===== src/skce_pkg.sv =====
package skce_pkg;

  localparam int MAX_KMER_LENGTH = 31;
  localparam int WIN_W           = 2 * MAX_KMER_LENGTH;
  localparam int KEY_BASES       = MAX_KMER_LENGTH - 1;
  localparam int KEY_W           = 2 * KEY_BASES;
  localparam int RUN_W           = $clog2(MAX_KMER_LENGTH + 1);
  localparam int HL_W            = 4;
  localparam int HALF_MAX        = (MAX_KMER_LENGTH - 1) / 2;
  localparam int HALF_RESET      = 15;
  localparam int SHIFT_W         = $clog2(KEY_W + 1);

  typedef logic [1:0] base_t;

  localparam base_t BASE_A = 2'd0;
  localparam base_t BASE_C = 2'd1;
  localparam base_t BASE_G = 2'd2;
  localparam base_t BASE_T = 2'd3;

  localparam logic [7:0] CHAR_A_UP = 8'h41;
  localparam logic [7:0] CHAR_C_UP = 8'h43;
  localparam logic [7:0] CHAR_G_UP = 8'h47;
  localparam logic [7:0] CHAR_T_UP = 8'h54;
  localparam logic [7:0] CHAR_A_LO = 8'h61;
  localparam logic [7:0] CHAR_C_LO = 8'h63;
  localparam logic [7:0] CHAR_G_LO = 8'h67;
  localparam logic [7:0] CHAR_T_LO = 8'h74;

  // Forward split k-mer held between the window stage and the canonical stage
  typedef struct packed {
    logic [KEY_W-1:0] fwd;
    base_t            middle;
    logic [HL_W-1:0]  half;
  } stage_t;

endpackage


===== src/skce_if.sv =====
interface skce_in_if;
  logic       valid;
  logic       ready;
  logic [7:0] base_char;
  logic       new_contig;

  modport source (output valid, output base_char, output new_contig, input ready);
  modport sink   (input valid, input base_char, input new_contig, output ready);
endinterface

interface skce_out_if;
  logic                    valid;
  logic                    ready;
  logic [skce_pkg::KEY_W-1:0] canonical_key;
  skce_pkg::base_t         middle_base;

  modport source (output valid, output canonical_key, output middle_base, input ready);
  modport sink   (input valid, input canonical_key, input middle_base, output ready);
endinterface


===== src/skce_window.sv =====
module skce_window (
  input  logic                      clk,
  input  logic                      rst,
  input  logic [skce_pkg::HL_W-1:0] half_length,
  skce_in_if.sink                   in_chan,
  input  logic                      stage_ready,
  output logic                      stage_valid,
  output skce_pkg::stage_t          stage
);

  logic [skce_pkg::WIN_W-1:0] base_window;
  logic [skce_pkg::WIN_W-1:0] base_window_next;
  logic [skce_pkg::RUN_W-1:0] valid_run;
  logic [skce_pkg::RUN_W-1:0] valid_run_next;
  logic [skce_pkg::HL_W-1:0]  half;
  logic [skce_pkg::RUN_W-1:0] kmer_len;
  logic                       base_ok;
  skce_pkg::base_t            code;
  logic [skce_pkg::WIN_W-1:0] win_base;
  logic [skce_pkg::WIN_W-1:0] side_mask;
  logic [skce_pkg::WIN_W-1:0] left;
  logic [skce_pkg::WIN_W-1:0] right;
  logic [skce_pkg::WIN_W-1:0] joined;
  logic                       accept;
  logic                       emit;
  skce_pkg::stage_t           stage_next;

  always_comb begin
    base_ok = 1'b1;
    code    = skce_pkg::BASE_A;
    case (in_chan.base_char)
      skce_pkg::CHAR_A_UP, skce_pkg::CHAR_A_LO: code = skce_pkg::BASE_A;
      skce_pkg::CHAR_C_UP, skce_pkg::CHAR_C_LO: code = skce_pkg::BASE_C;
      skce_pkg::CHAR_G_UP, skce_pkg::CHAR_G_LO: code = skce_pkg::BASE_G;
      skce_pkg::CHAR_T_UP, skce_pkg::CHAR_T_LO: code = skce_pkg::BASE_T;
      default:                                  base_ok = 1'b0;
    endcase
  end

  // clamp the half length into the supported range
  always_comb begin
    half = half_length;
    if (half_length == '0) begin
      half = skce_pkg::HL_W'(1);
    end else if (half_length > skce_pkg::HL_W'(skce_pkg::HALF_MAX)) begin
      half = skce_pkg::HL_W'(skce_pkg::HALF_MAX);
    end
    kmer_len = skce_pkg::RUN_W'({half, 1'b1});
  end

  always_comb begin
    win_base = in_chan.new_contig ? '0 : base_window;
    if (base_ok) begin
      base_window_next = {win_base[skce_pkg::WIN_W-3:0], code};
      if (in_chan.new_contig) begin
        valid_run_next = skce_pkg::RUN_W'(1);
      end else if (valid_run < skce_pkg::RUN_W'(skce_pkg::MAX_KMER_LENGTH)) begin
        valid_run_next = valid_run + skce_pkg::RUN_W'(1);
      end else begin
        valid_run_next = valid_run;
      end
    end else begin
      base_window_next = '0;
      valid_run_next   = '0;
    end
    emit = base_ok && (valid_run_next >= kmer_len);
  end

  // pull the outer bases either side of the middle base together
  always_comb begin
    side_mask = (skce_pkg::WIN_W'(1) << {half, 1'b0}) - skce_pkg::WIN_W'(1);
    right     = base_window_next & side_mask;
    left      = (base_window_next >> ({1'b0, half, 1'b0} + 6'd2)) & side_mask;
    joined    = (left << {half, 1'b0}) | right;
    stage_next.fwd    = joined[skce_pkg::KEY_W-1:0];
    stage_next.middle = skce_pkg::base_t'(base_window_next >> {half, 1'b0});
    stage_next.half   = half;
  end

  assign in_chan.ready = !stage_valid || stage_ready;
  assign accept        = in_chan.valid && in_chan.ready;

  always_ff @(posedge clk) begin
    if (rst) begin
      base_window <= '0;
      valid_run   <= '0;
      stage_valid <= 1'b0;
    end else begin
      if (accept) begin
        base_window <= base_window_next;
        valid_run   <= valid_run_next;
        stage_valid <= emit;
      end else if (stage_ready) begin
        stage_valid <= 1'b0;
      end
    end
  end

  always_ff @(posedge clk) begin
    if (accept) begin
      stage <= stage_next;
    end
  end

endmodule


===== src/skce_canon.sv =====
module skce_canon (
  input  logic             clk,
  input  logic             rst,
  input  logic             stage_valid,
  input  skce_pkg::stage_t stage,
  output logic             stage_ready,
  skce_out_if.source       out_chan
);

  logic [skce_pkg::KEY_W-1:0]   comp;
  logic [skce_pkg::KEY_W-1:0]   flipped;
  logic [skce_pkg::KEY_W-1:0]   rev;
  logic [skce_pkg::SHIFT_W-1:0] rshift;
  logic                         use_rev;
  logic                         load;

  // complement, reverse base order, then drop the unused low bases
  always_comb begin
    comp = ~stage.fwd;
    for (int i = 0; i < skce_pkg::KEY_BASES; i++) begin
      flipped[2*i +: 2] = comp[2*(skce_pkg::KEY_BASES-1-i) +: 2];
    end
    rshift  = skce_pkg::SHIFT_W'(skce_pkg::KEY_W) - skce_pkg::SHIFT_W'({stage.half, 2'b00});
    rev     = flipped >> rshift;
    use_rev = rev < stage.fwd;
  end

  assign stage_ready = !out_chan.valid || out_chan.ready;
  assign load        = stage_valid && stage_ready;

  always_ff @(posedge clk) begin
    if (rst) begin
      out_chan.valid <= 1'b0;
    end else begin
      if (load) begin
        out_chan.valid <= 1'b1;
      end else if (out_chan.ready) begin
        out_chan.valid <= 1'b0;
      end
    end
  end

  always_ff @(posedge clk) begin
    if (load) begin
      out_chan.canonical_key <= use_rev ? rev : stage.fwd;
      out_chan.middle_base   <= use_rev ? ~stage.middle : stage.middle;
    end
  end

endmodule


===== src/split_kmer_canonical_extractor_top.sv =====
// Pipeline: two register stages; an accepted request's split k-mer is registered in the window
// stage, then its canonical result in the output register of the canonical stage.
// Throughput: one request per cycle while the input is ready; the window stage stalls only
// when it holds a split k-mer and the result register holds a result while the output is not ready.
// Reset (rst, synchronous, active high): window and run count cleared, half length set
// to 15, both stages emptied.
module split_kmer_canonical_extractor_top (
  input  logic                      clk,
  input  logic                      rst,
  input  logic                      cfg_we,
  input  logic [skce_pkg::HL_W-1:0] cfg_wdata,
  skce_in_if.sink                   in_chan,
  skce_out_if.source                out_chan
);

  // Half-length register; the user must write it only while the block is idle, as the block leaves this unchecked
  logic [skce_pkg::HL_W-1:0] half_length;

  // Window stage to canonical stage
  logic             stage_valid;
  logic             stage_ready;
  skce_pkg::stage_t stage;

  always_ff @(posedge clk) begin
    if (rst) begin
      half_length <= skce_pkg::HL_W'(skce_pkg::HALF_RESET);
    end else if (cfg_we) begin
      half_length <= cfg_wdata;
    end
  end

  // Decode the character, advance the rolling window and run count, and hold the
  // forward split k-mer whenever the run has reached k bases. Drop requests that
  // give no result here.
  skce_window u_window (
    .clk         (clk),
    .rst         (rst),
    .half_length (half_length),
    .in_chan     (in_chan),
    .stage_ready (stage_ready),
    .stage_valid (stage_valid),
    .stage       (stage)
  );

  // Build the reverse complement, keep the smaller strand and register the result.
  skce_canon u_canon (
    .clk         (clk),
    .rst         (rst),
    .stage_valid (stage_valid),
    .stage       (stage),
    .stage_ready (stage_ready),
    .out_chan    (out_chan)
  );

endmodule


===== src/flat_wrapper.sv =====
// flat-port wrapper written by rule: the top's interface ports become plain ports
module split_kmer_canonical_extractor_top_flat 
  (clk, rst, cfg_we, cfg_wdata, in_chan_valid, in_chan_base_char, in_chan_new_contig, in_chan_ready, out_chan_valid, out_chan_canonical_key, out_chan_middle_base, out_chan_ready);
  skce_in_if in_chan_i ();
  skce_out_if out_chan_i ();
  input  logic clk;
  input  logic rst;
  input  logic cfg_we;
  input  logic [skce_pkg::HL_W-1:0] cfg_wdata;
  input wire logic [$bits(in_chan_i.valid)-1:0] in_chan_valid;
  input wire logic [$bits(in_chan_i.base_char)-1:0] in_chan_base_char;
  input wire logic [$bits(in_chan_i.new_contig)-1:0] in_chan_new_contig;
  output wire logic [$bits(in_chan_i.ready)-1:0] in_chan_ready;
  output wire logic [$bits(out_chan_i.valid)-1:0] out_chan_valid;
  output wire logic [$bits(out_chan_i.canonical_key)-1:0] out_chan_canonical_key;
  output wire logic [$bits(out_chan_i.middle_base)-1:0] out_chan_middle_base;
  input wire logic [$bits(out_chan_i.ready)-1:0] out_chan_ready;
  assign in_chan_i.valid = in_chan_valid;
  assign in_chan_i.base_char = in_chan_base_char;
  assign in_chan_i.new_contig = in_chan_new_contig;
  assign in_chan_ready = in_chan_i.ready;
  assign out_chan_valid = out_chan_i.valid;
  assign out_chan_canonical_key = out_chan_i.canonical_key;
  assign out_chan_middle_base = out_chan_i.middle_base;
  assign out_chan_i.ready = out_chan_ready;
  split_kmer_canonical_extractor_top u_core (.clk(clk), .rst(rst), .cfg_we(cfg_we), .cfg_wdata(cfg_wdata), .in_chan(in_chan_i), .out_chan(out_chan_i));
endmodule

===== config.mk =====
export PLATFORM = sky130hd
export DESIGN_NAME = split_kmer_canonical_extractor_top_flat
export DESIGN_NICKNAME = d
export VERILOG_FILES = /design/src/skce_pkg.sv /design/src/skce_if.sv /design/src/skce_window.sv /design/src/skce_canon.sv /design/src/split_kmer_canonical_extractor_top.sv /design/src/flat_wrapper.sv
export SDC_FILE = /design/constraint.sdc
export NUM_CORES = 1
export LEC_CHECK = 0
export CAP_MARGIN = 20
export CORE_MARGIN = 4
export CORE_UTILIZATION = 40
export CTS_CLUSTER_SIZE = 8
export DETAILED_ROUTE_END_ITERATION = 16
export DONT_BUFFER_PORTS = 1
export HOLD_SLACK_MARGIN = 0.08
export PLACE_DENSITY = 0.62
export SKIP_CTS_REPAIR_TIMING = 1
export SLEW_MARGIN = 20
export SYNTH_ARGS = -nofsm -noshare
export SYNTH_HDL_FRONTEND = slang
export SYNTH_SLANG_ARGS = --single-unit

===== constraint.sdc =====
create_clock -name clk -period 5.3 [get_ports clk]
set_input_delay 0.265 -clock clk [delete_from_list [all_inputs] [get_ports clk]]
set_output_delay 0.265 -clock clk [all_outputs]
set_load 0.05 [all_outputs]

# --- After elaboration in Yosys (flattened, before gate mapping) ---
# Cells that the tools add are included.
word_totals:
  register_bits: 199
  inputBits: 18
  output_inout_bits: 64
  wordCells: 65
op_classes:
  add_sub_neg: 4
  order_cmp: 4
  n_eq_ne: 8
  n_shift: 5
  muxes: 15
  bitwise_logic: 5
  reduce_logical: 14
op_table:
  columns: ["op", "count"]
  rows:
  - ["two-way mux 60 bit", 2]
  - ["== test 8 x 7 -> 1 bit (second input constant)", 8]
  - ["AND 62 bit", 1]
  - ["two-way mux 62 bit", 1]
  - ["<< shifter 1 x 5 -> 62 bit (first input constant)", 1]
  - ["<< shifter 62 x 5 -> 60 bit", 1]
  - ["right shift 62 x 5 -> 2 bit", 1]
  - ["right shift 62 x 6 -> 62 bit", 1]
  - ["subtractor 62 x 2 -> 62 bit (second input constant)", 1]
  - ["AND 60 bit", 1]
  - ["< comparator 60 bit", 1]
  - ["NOT 60 bit", 1]
  - ["bitwise OR 60 bit", 1]
  - ["right shift 60 x 6 -> 60 bit", 1]
  - ["two-way mux 5 bit", 3]
  - ["two-way mux 4 bit", 2]
  - ["OR reduction 8 bit", 1]
  - ["adder 5 x 2 -> 6 bit (second input constant)", 1]
  - ["case mux 2 bit (3 select lines)", 1]
  - ["OR reduction 2 bit", 3]
  - ["subtractor 6 bit (first input constant)", 1]
  - ["adder 5 x 1 -> 5 bit (second input constant)", 1]
  - [">= comparator 5 bit", 1]
  - ["< comparator 5 bit (second input constant)", 1]
  - ["other kinds (9)", 18]

# --- Depth between registers and ports, before layout ---
# Gate-level depths: netlist of the first run.
logic_depth:
  word_depth: 8
  mapped_depth: 20
  mapped_depth_nobuf: 16

# --- Modules after synthesis ---
# A second synthesis of the first run with hierarchy kept.
unflattened:
  cells_unflattened: 2255
  area_unflattened_um2: 18330.1
by_module_without_submodules:
  columns: ["mod", "n_inst", "cells_per_inst", "area_each_um2", "seq_area_each_um2"]
  rows:
  - ["skce_window", 1, 1160, 9476.6, 3303.2]
  - ["skce_canon", 1, 1083, 8713.4, 1881.8]
  - ["split_kmer_canonical_extractor_top", 1, 12, 140.1, 80.1]

# --- Worst setup path after synthesis of the first run ---
# No wires, ideal clock.
synth_path:
  kind: "register to register"
  from: "register, netlist name u_core.u_window.stage[0]"
  to: "register u_core.u_canon.out_chan.canonical_key[52], data pin"
  setup_time_ns: 0.262
  arrival_time_ns: 4.353
  required_ns: 5.038
  path_slack_ns: 0.685
  stages_incl_launch_ff: 18
  path_buffers: 4
  synth_period_minus_slack_ns: 4.615
  cell_sequence: "edfxtp_1 -> buf_6 -> buf_1 -> clkbuf_1 -> mux2i_1 -> a21oi_1 -> nand2_1 -> o211ai_1 -> o21ai_0 -> ha_1 -> a2111oi_0 -> o21ai_0 -> o2111ai_1 -> a21oi_1 -> or3_1 -> a2111oi_4 -> buf_6 -> mux2_1"
synth_between:
  elab_chain_len: 4
synth_lines:
  columns: ["item", "line_no", "text"]
  rows:
  - ["subtractor 6 bit (*)", "skce_canon.sv:23", "rshift = skce_pkg::SHIFT_W'(skce_pkg::KEY_W) - skce_pkg::SHIFT_W'({stage.half, 2'b00});"]
  - ["right shift 60 x 6 -> 60 bit (*)", "skce_canon.sv:24", "rev = flipped >> rshift;"]
  - ["< comparator 60 bit", "skce_canon.sv:25", "use_rev = rev < stage.fwd;"]
  - ["two-way mux 60 bit (*)", "skce_canon.sv:45", "out_chan.canonical_key <= use_rev ? rev : stage.fwd;"]
  - ["end signal, assigned", "skce_canon.sv:45", null]
  - ["end, declared", "skce_if.sv:17", "modport source (output valid, output canonical_key, output middle_base, input ready);"]
# Every way passes the cells marked *; elsewhere a longest branch is shown, timed or not.
# A chain may end at the register's enable or synchronous reset.

# --- Worst setup path after layout of the first run ---
layout_path:
  from: "register, netlist name u_core.u_window.stage[0]"
  to: "register u_core.u_canon.out_chan.canonical_key[13], data pin"
layout_between:
  elab_chain_len: 4
layout_lines:
  columns: ["item", "line_no"]
  rows:
  - ["subtractor 6 bit (*)", "skce_canon.sv:23"]
  - ["right shift 60 x 6 -> 60 bit (*)", "skce_canon.sv:24"]
  - ["< comparator 60 bit", "skce_canon.sv:25"]
  - ["two-way mux 60 bit (*)", "skce_canon.sv:45"]
# Marked as above.

==> summary.txt, run 1 <==
Outcome
  – Status: finished clean

CTS
  – Sink count of the clock tree: 199
  – Root buf cell: clkbuf_16
  – Worst-path clk slew: 0.08 ns
  – CTS H-tree lvls: 4
  – CTS tree: done
  – Maximum count of clock buffers along a single path: 2
  – Insertion delay of the later-clocked pin in the worst-skew pair: 0.48 ns
  – Total clock buffers created by CTS: 17

Layout
  – Fillers: 3762
  – Total number of nets in the final design: 1844
  – Area growth from synthesis to final layout: 9.34%
  – ANT cells: 0
  – Storage element area: 0.00528 mm^2
  – Share of layout cells above drive strength 1: 10.9%
  – Footprint of the multi-input gates: 0.00927 mm^2

Synth
  – Commonest register cell after synthesis: edfxtp_1
  – Biggest area contributors in the synthesized netlist: edfxtp_1 (25%), dfxtp_1 (9.2%), nand2_1 (6.4%)
  – Synth top area share: 24.9%
  – Total of flip-flops plus latches after synthesis: 199
  – Commonest cells in the netlist: nand2_1 (264), a21oi_1 (142), edfxtp_1 (128), nor2_1 (114), o21ai_0 (101)
  – Yosys cell types: 84
  – Count leader, synth: nand2_1
  – Mapped Area: 0.0155 mm^2
  – Sequential area share after synthesis: 34.0%
  – Number of standard cells after synthesis: 1803
  – Cell type with the highest aggregate area in the netlist: edfxtp_1
  – Fraction of synthesis flops using an asynchronous set or reset pin: 0%
  – Count of flip-flops with a built-in enable after synthesis: 128
  – Number of nets in the synthesized netlist: 1885
  – Number of warnings issued by yosys: 0
  – Average size of a mapped cell: 8.58 um^2

GRT
  – Pin count of the biggest net entering global routing: 98
  – Vias in the first global route: 13857
  – Antenna violations before repair: 0
  – Global-route wire length before repair: 91.3 mm
  – Overflow left after global routing: 0
  – GRT Overall Usage: 28.8%

STA
  – Share of the cycle needed by the critical path after routing: 93.6%
  – Endpoints failing hold: 0
  – Final Hold Slack: 0.115 ns
  – Post-route minimum period: 4.96 ns
  – Setup Total Neg Slack: 0 ns
  – Peak Freq: 201 MHz
  – Setup clock skew after layout: 0.0105 ns
  – Actual transition at the worst max-transition pin: 1.09 ns
  – Final Setup Violations: 0
  – Unrepaired setup endpoints after global routing: false
  – Final Max Slew Viols: 0
  – Slew margin rel.: 27.5%

Die
  – Height of the die: 205 um
  – Core Region: 0.0379 mm^2
  – Std-Cell Rows: 71
  – Starting Density: 40.8%
  – Width of the die: 205 um
  – IO Pins: 82
  – Floorplan die area: 0.0419 mm^2

Drt
  – Total via count after detailed routing: 14575
  – Number of nets with antenna violations after detailed routing: 0
  – Detailed-route wire length: 61.3 mm
  – Via count normalized by instance count: 6.38
  – Detailed router's first-iteration violation count: 1517
  – DRC Markers: 0
  – Detail-routed net length per standard cell: 26.8 um
  – Iteration count of the initial detailed-routing pass: 6

Flow run
  – Count of maximum capacitance violations: 0

Worst setup path
  – Arrival time reported for the critical path endpoint: 5.18 ns
  – Type of element capturing the critical path: flip-flop
  – Critical path fanouts, max: 44
  – Setup Crit Path Kind: flip-flop to flip-flop
  – Worst path required time: 5.52 ns
  – Critical Path Start Type: flip-flop

Power and ir drop
  – Largest voltage drop on the vdd net: 0.252 mV
  – Power density over the cells: 241 mW/mm^2
  – Post-route total power: 4.08 mW
  – Leakage power figure: 6.36 nW

Place
  – DPL Wire Length: 45.9 mm
  – Port Buffers: 0
  – Weighted congestion at the end of routability-driven global placement: 1.04

Worst hold path
  – Worst min path class: input pin to flip-flop
placed cells by master, fill, tap and decap left out, drive strengths merged, types with 7 or more instances in the layout:
cell type / instances
nand2: 264
a21oi: 142
edfxtp: 128
nor2: 114
o21ai: 103
mux2i: 96
nand3: 94
buf: 86
inv: 81
mux2: 74
dfxtp: 71
ha: 64
o211ai: 37
o22ai: 32
nor3: 28
a211oi: 28
mux4: 24
nand4: 18
a31oi: 17
clkbuf: 17
and2: 13
nor2b: 12
a32o: 11
nand2b: 10
a211o: 10
o31ai: 9
o221ai: 9
clkinv: 9
or2: 8
o21a: 8
o2111ai: 8
nor4: 8
a22o: 7
o32ai: 7
o211a: 7
dlygate4sd3: 7
a2111oi: 7
path summary, 6_finish.rpt:
path,cells after the start,startpoint,slack [ns],end
worst min-delay path,2,rst,0.12,u_core.u_window.base_window[8]$_SDFFE_PP0P_
worst min register to register,2,u_core.u_window.base_window[59]$_SDFFE_PP0P_,0.47,u_core.u_window.base_window[59]$_SDFFE_PP0P_
worst max register to register,18,u_core.u_window.stage[0]$_DFFE_PP_,0.34,u_core.u_canon.out_chan.canonical_key[13]$_DFFE_PP_
worst max-delay path,18,u_core.u_window.stage[0]$_DFFE_PP_,0.34,u_core.u_canon.out_chan.canonical_key[13]$_DFFE_PP_
metal layers:
metal | up-vias | routed length, um | global-route usage (%)
li1 | 6620 | - | -
met4 | 0 | 3910 | 16.3
met2 | 707 | 28600 | 46.6
met1 | 7083 | 24800 | 37.2
met5 | - | 0 | 0
met3 | 165 | 4000 | 3.91
per-stage QoR:
| step | cell area [um^2] | cells | util [%] | setup slack (ns) |
|---|---|---|---|---|
| floorplan | 15500 | 1803 | - | 0.685 |
| global placement | 16200 | 2246 | 42.7 | 0.132 |
| detailed placement | 16200 | 2246 | 42.7 | 0.160 |
| CTS | 16800 | 2278 | 44.3 | 0.132 |
| global route | 16900 | 2286 | 44.6 | 0.116 |
| finish | 16900 | 2286 | 44.6 | 0.337 |
power breakdown:
| part | leakage (nW) | internal (mW) | switching, mW |
|---|---|---|---|
| Combinational | 4.25 | 0.326 | 0.567 |
| Sequential | 1.80 | 1.69 | 0.0720 |
| Clock | 0.308 | 0.726 | 0.696 |
| Total | 6.36 | 2.74 | 1.34 |
sequential cells by signal (all words and copies together) (netlist names):
signal,cells
u_core.u_canon.out_chan.middle_base,2
u_core.u_window.stage_valid,1
u_core.u_canon.out_chan.valid,1
u_core.half_length,4
u_core.u_window.base_window,60
u_core.u_window.stage,66
u_core.u_canon.out_chan.canonical_key,60
u_core.u_window.valid_run,5
cells by family after synthesis:
| group | synth area share [%] |
|---|---|
| AOI/OAI and AO/OA | 21.6 |
| xor gates and xnor gates | 0.283 |
| adders and majority gates | 5.18 |
| buffers and inverters | 6.09 |
| DFF | 34.0 |
| muxes | 15.1 |
| other | 0.0242 |
| and+or+nand+nor | 17.7 |
area by class of cell:
type                            instances  share of cell area, %
Tap cell                              511                   3.78
Clock inverter                         15                   1.22
Multi-Input combinational cell       1374                   54.8
Sequential cell                       199                   31.2
Timing Repair Buffer                   93                   4.72
Inverter                               77                   1.72
Clock buffer                           17                   2.52
critical path, cell delays in order, from the launching register on:
cell	delay, ns
edfxtp_1	0.42
buf_12	0.20
buf_4	0.21
o21ai_1	0.61
nor2_1	0.08
a21oi_1	0.28
o22ai_1	0.22
ha_1	0.32
nand4_1	0.11
nor4_1	0.06
a211oi_1	0.28
nand2_1	0.08
nor3_1	0.28
buf_4	0.18
nor4_2	0.04
buf_4	0.16
a2111oi_4	0.40
buf_12	0.29
mux2_1	0.40
(Power assumes the default switching activity.)
==> run 2: changes to the inputs <==
--- a/config.mk
+++ b/config.mk
@@ -13,6 +13,7 @@
 export DONT_BUFFER_PORTS = 1
 export HOLD_SLACK_MARGIN = 0.08
 export PLACE_DENSITY = 0.62
+export REMOVE_ABC_BUFFERS = 1
 export SKIP_CTS_REPAIR_TIMING = 1
 export SLEW_MARGIN = 20
 export SYNTH_ARGS = -nofsm -noshare
==> run 2 against run 1 <==
Global-route usage decreased by 1.9 points. Register-to-register slack worse by 0.11 ns. Clock power fell by 6%. Sequential share of layout area grew 0.20 points. Critical path type unchanged.
==> summary.txt, run 2 (synthesized netlist as in run 1, its figures left out) <==
CTS
  – Worst-path clk slew: 0.08 ns
  – Insertion delay of the later-clocked pin in the worst-skew pair: 0.46 ns
  – Sink count of the clock tree: 199
  – CTS H-tree lvls: 4
  – CTS tree: done
  – Root buf cell: clkbuf_16
  – Maximum count of clock buffers along a single path: 2
  – Total clock buffers created by CTS: 17

Power and ir drop
  – Switching share of total power: 32.4%
  – Reg power frac: 44.3%
  – Relative contribution of the clock network to total power: 33.8%
  – Power density over the cells: 236 mW/mm^2
  – Leakage power figure: 6.29 nW
  – Internal power contribution: 2.68 mW
  – Largest voltage drop on the vdd net: 0.217 mV
  – Switching Power: 1.29 mW
  – Combinational share of power: 21.9%

STA
  – Share of the cycle needed by the critical path after routing: 95.8%
  – Actual transition at the worst max-transition pin: 1.12 ns
  – Final Setup Violations: 0
  – Final Max Slew Viols: 0
  – Setup clock skew after layout: 0.0189 ns
  – Endpoints failing hold: 0
  – Final Hold Slack: 0.0623 ns
  – Post-route minimum period: 5.08 ns
  – Slew margin rel.: 25.0%
  – Peak Freq: 197 MHz
  – Unrepaired setup endpoints after global routing: false

Drt
  – Detailed router's first-iteration violation count: 1321
  – Total via count after detailed routing: 14340
  – Iteration count of the initial detailed-routing pass: 5
  – Via count normalized by instance count: 6.30
  – Detail-routed net length per standard cell: 25.1 um
  – Detailed-route wire length: 57.1 mm
  – DRC Markers: 0
  – Number of nets with antenna violations after detailed routing: 0

Place
  – Weighted congestion at the end of routability-driven global placement: 1.00
  – Placed cell area: 0.0161 mm^2
  – Count of placed standard cells including taps: 2239
  – DPL Wire Length: 42.7 mm
  – Port Buffers: 0

Layout
  – Max reg flops: 66
  – Fillers: 3755
  – Register name with the most flops: u_core.u_window.stage
  – Leading cell types in the layout, fill and taps excluded: nand2_1 (263), a21oi_1 (142), edfxtp_1 (128)
  – Final design instance area without fill: 0.0168 mm^2
  – Area growth from synthesis to final layout: 8.64%
  – Share of the core filled with cells: 44.3%
  – Regs by FF count: u_core.u_window.stage: 66 flops, u_core.u_canon.out_chan.canonical_key: 60 flops, u_core.u_window.base_window: 60 flops
  – Most common library cell in the layout ignoring fill and taps: nand2_1
  – Final cell count without fillers: 2277
  – ANT cells: 0
  – Share of layout cells above drive strength 1: 10.5%
  – Total number of nets in the final design: 1836

Flow run
  – Count of maximum capacitance violations: 0

GRT
  – GRT Overall Usage: 26.9%
  – Global-route wire length before repair: 86.7 mm
  – Pin count of the biggest net entering global routing: 79
  – Vias in the first global route: 13702
  – Antenna violations before repair: 1
  – Overflow left after global routing: 0

Die
  – IO Pins: 82
  – Starting Density: 40.8%
  – Height of the die: 205 um
  – Std-Cell Rows: 71
  – Width of the die: 205 um
  – Floorplan die area: 0.0419 mm^2
  – Core Region: 0.0379 mm^2

Worst setup path
  – R2R setup slack: 0.22 ns
  – Critical Path Start Type: flip-flop
  – Worst path required time: 5.49 ns
  – Type of element capturing the critical path: flip-flop
  – Critical path fanouts, max: 30
  – Setup Crit Path Kind: flip-flop to flip-flop
  – Arrival time reported for the critical path endpoint: 5.27 ns

Outcome
  – Status: finished clean

Worst hold path
  – Worst min path class: input pin to flip-flop
[run 2: cell count changes in the layout (fill, tap and decap cells not counted), sizes merged]
cell	previous run	this run
dlygate4sd3	7	6
clkinvlp	0	3
clkinv	9	6
bufinv	2	1
buf	86	79
[run 2: worst paths after layout]
check	cells past startpoint	end	start
setup / recovery	17	u_core.u_canon.out_chan.canonical_key[56]$_DFFE_PP_	u_core.u_window.stage[0]$_DFFE_PP_
hold / removal	3	u_core.u_canon.out_chan.valid$_SDFFE_PP0P_	out_chan_ready
setup reg to reg	17	u_core.u_canon.out_chan.canonical_key[56]$_DFFE_PP_	u_core.u_window.stage[0]$_DFFE_PP_
hold reg to reg	2	u_core.u_window.base_window[58]$_SDFFE_PP0P_	u_core.u_window.base_window[58]$_SDFFE_PP0P_
[run 2: layout make-up]
type	count	area, um^2	share of cell area (%)
inverters	77	292	1.74
flip-flops and latches	199	5280	31.4
repair buffers	85	736	4.38
multi-input cells	1374	9270	55.2
clock inverters	14	161	0.961
clock buffers	17	425	2.53
well taps	511	639	3.81
[run 2: power groups by stage]
stage / clock network (mW) / registers (mW) / logic, mW
3_5_place_dp: 0 / 1.79 / 0.835
2_1_floorplan: 0 / 1.81 / 0.505
6_report: 1.34 / 1.76 / 0.868
5_1_grt: 1.43 / 1.76 / 0.943
3_3_place_gp: 0 / 1.79 / 0.827
4_1_cts: 1.37 / 1.76 / 0.840
[run 2: critical path: stages (launching register included)]
cell,delay (ns)
edfxtp_1,0.38
buf_12,0.22
mux2i_1,0.29
nand2_1,0.08
nand2_1,0.12
a21oi_1,0.11
o21ai_0,0.59
ha_1,0.37
a2111oi_0,0.40
o21ai_0,0.20
o211ai_1,0.14
nand2_1,0.07
nor3_1,0.32
buf_4,0.19
nor4_2,0.07
a2111oi_4,0.55
buf_4,0.36
mux2_1,0.35
[run 2: stage by stage]
| step | TNS (ns) | total power [mW] | worst slack, ns |
|---|---|---|---|
| after detailed placement | 0 | 2.63 | 0.106 |
| after floorplan | -137.89 | 2.31 | -1.92 |
| after CTS | 0 | 3.96 | 0.0946 |
| final | 0 | 3.97 | 0.223 |
| after global placement | 0 | 2.62 | 0.161 |
| after global routing | 0 | 4.13 | 0.0157 |
[run 2: routing by layer]
layer	up-vias	track usage (%)	part of all wire [%]
li1	6617	-	-
met1	6858	36.5	42
met2	702	40.4	44
met3	161	4.15	7.0
met4	2	16.3	7.0
met5	-	0	0.023
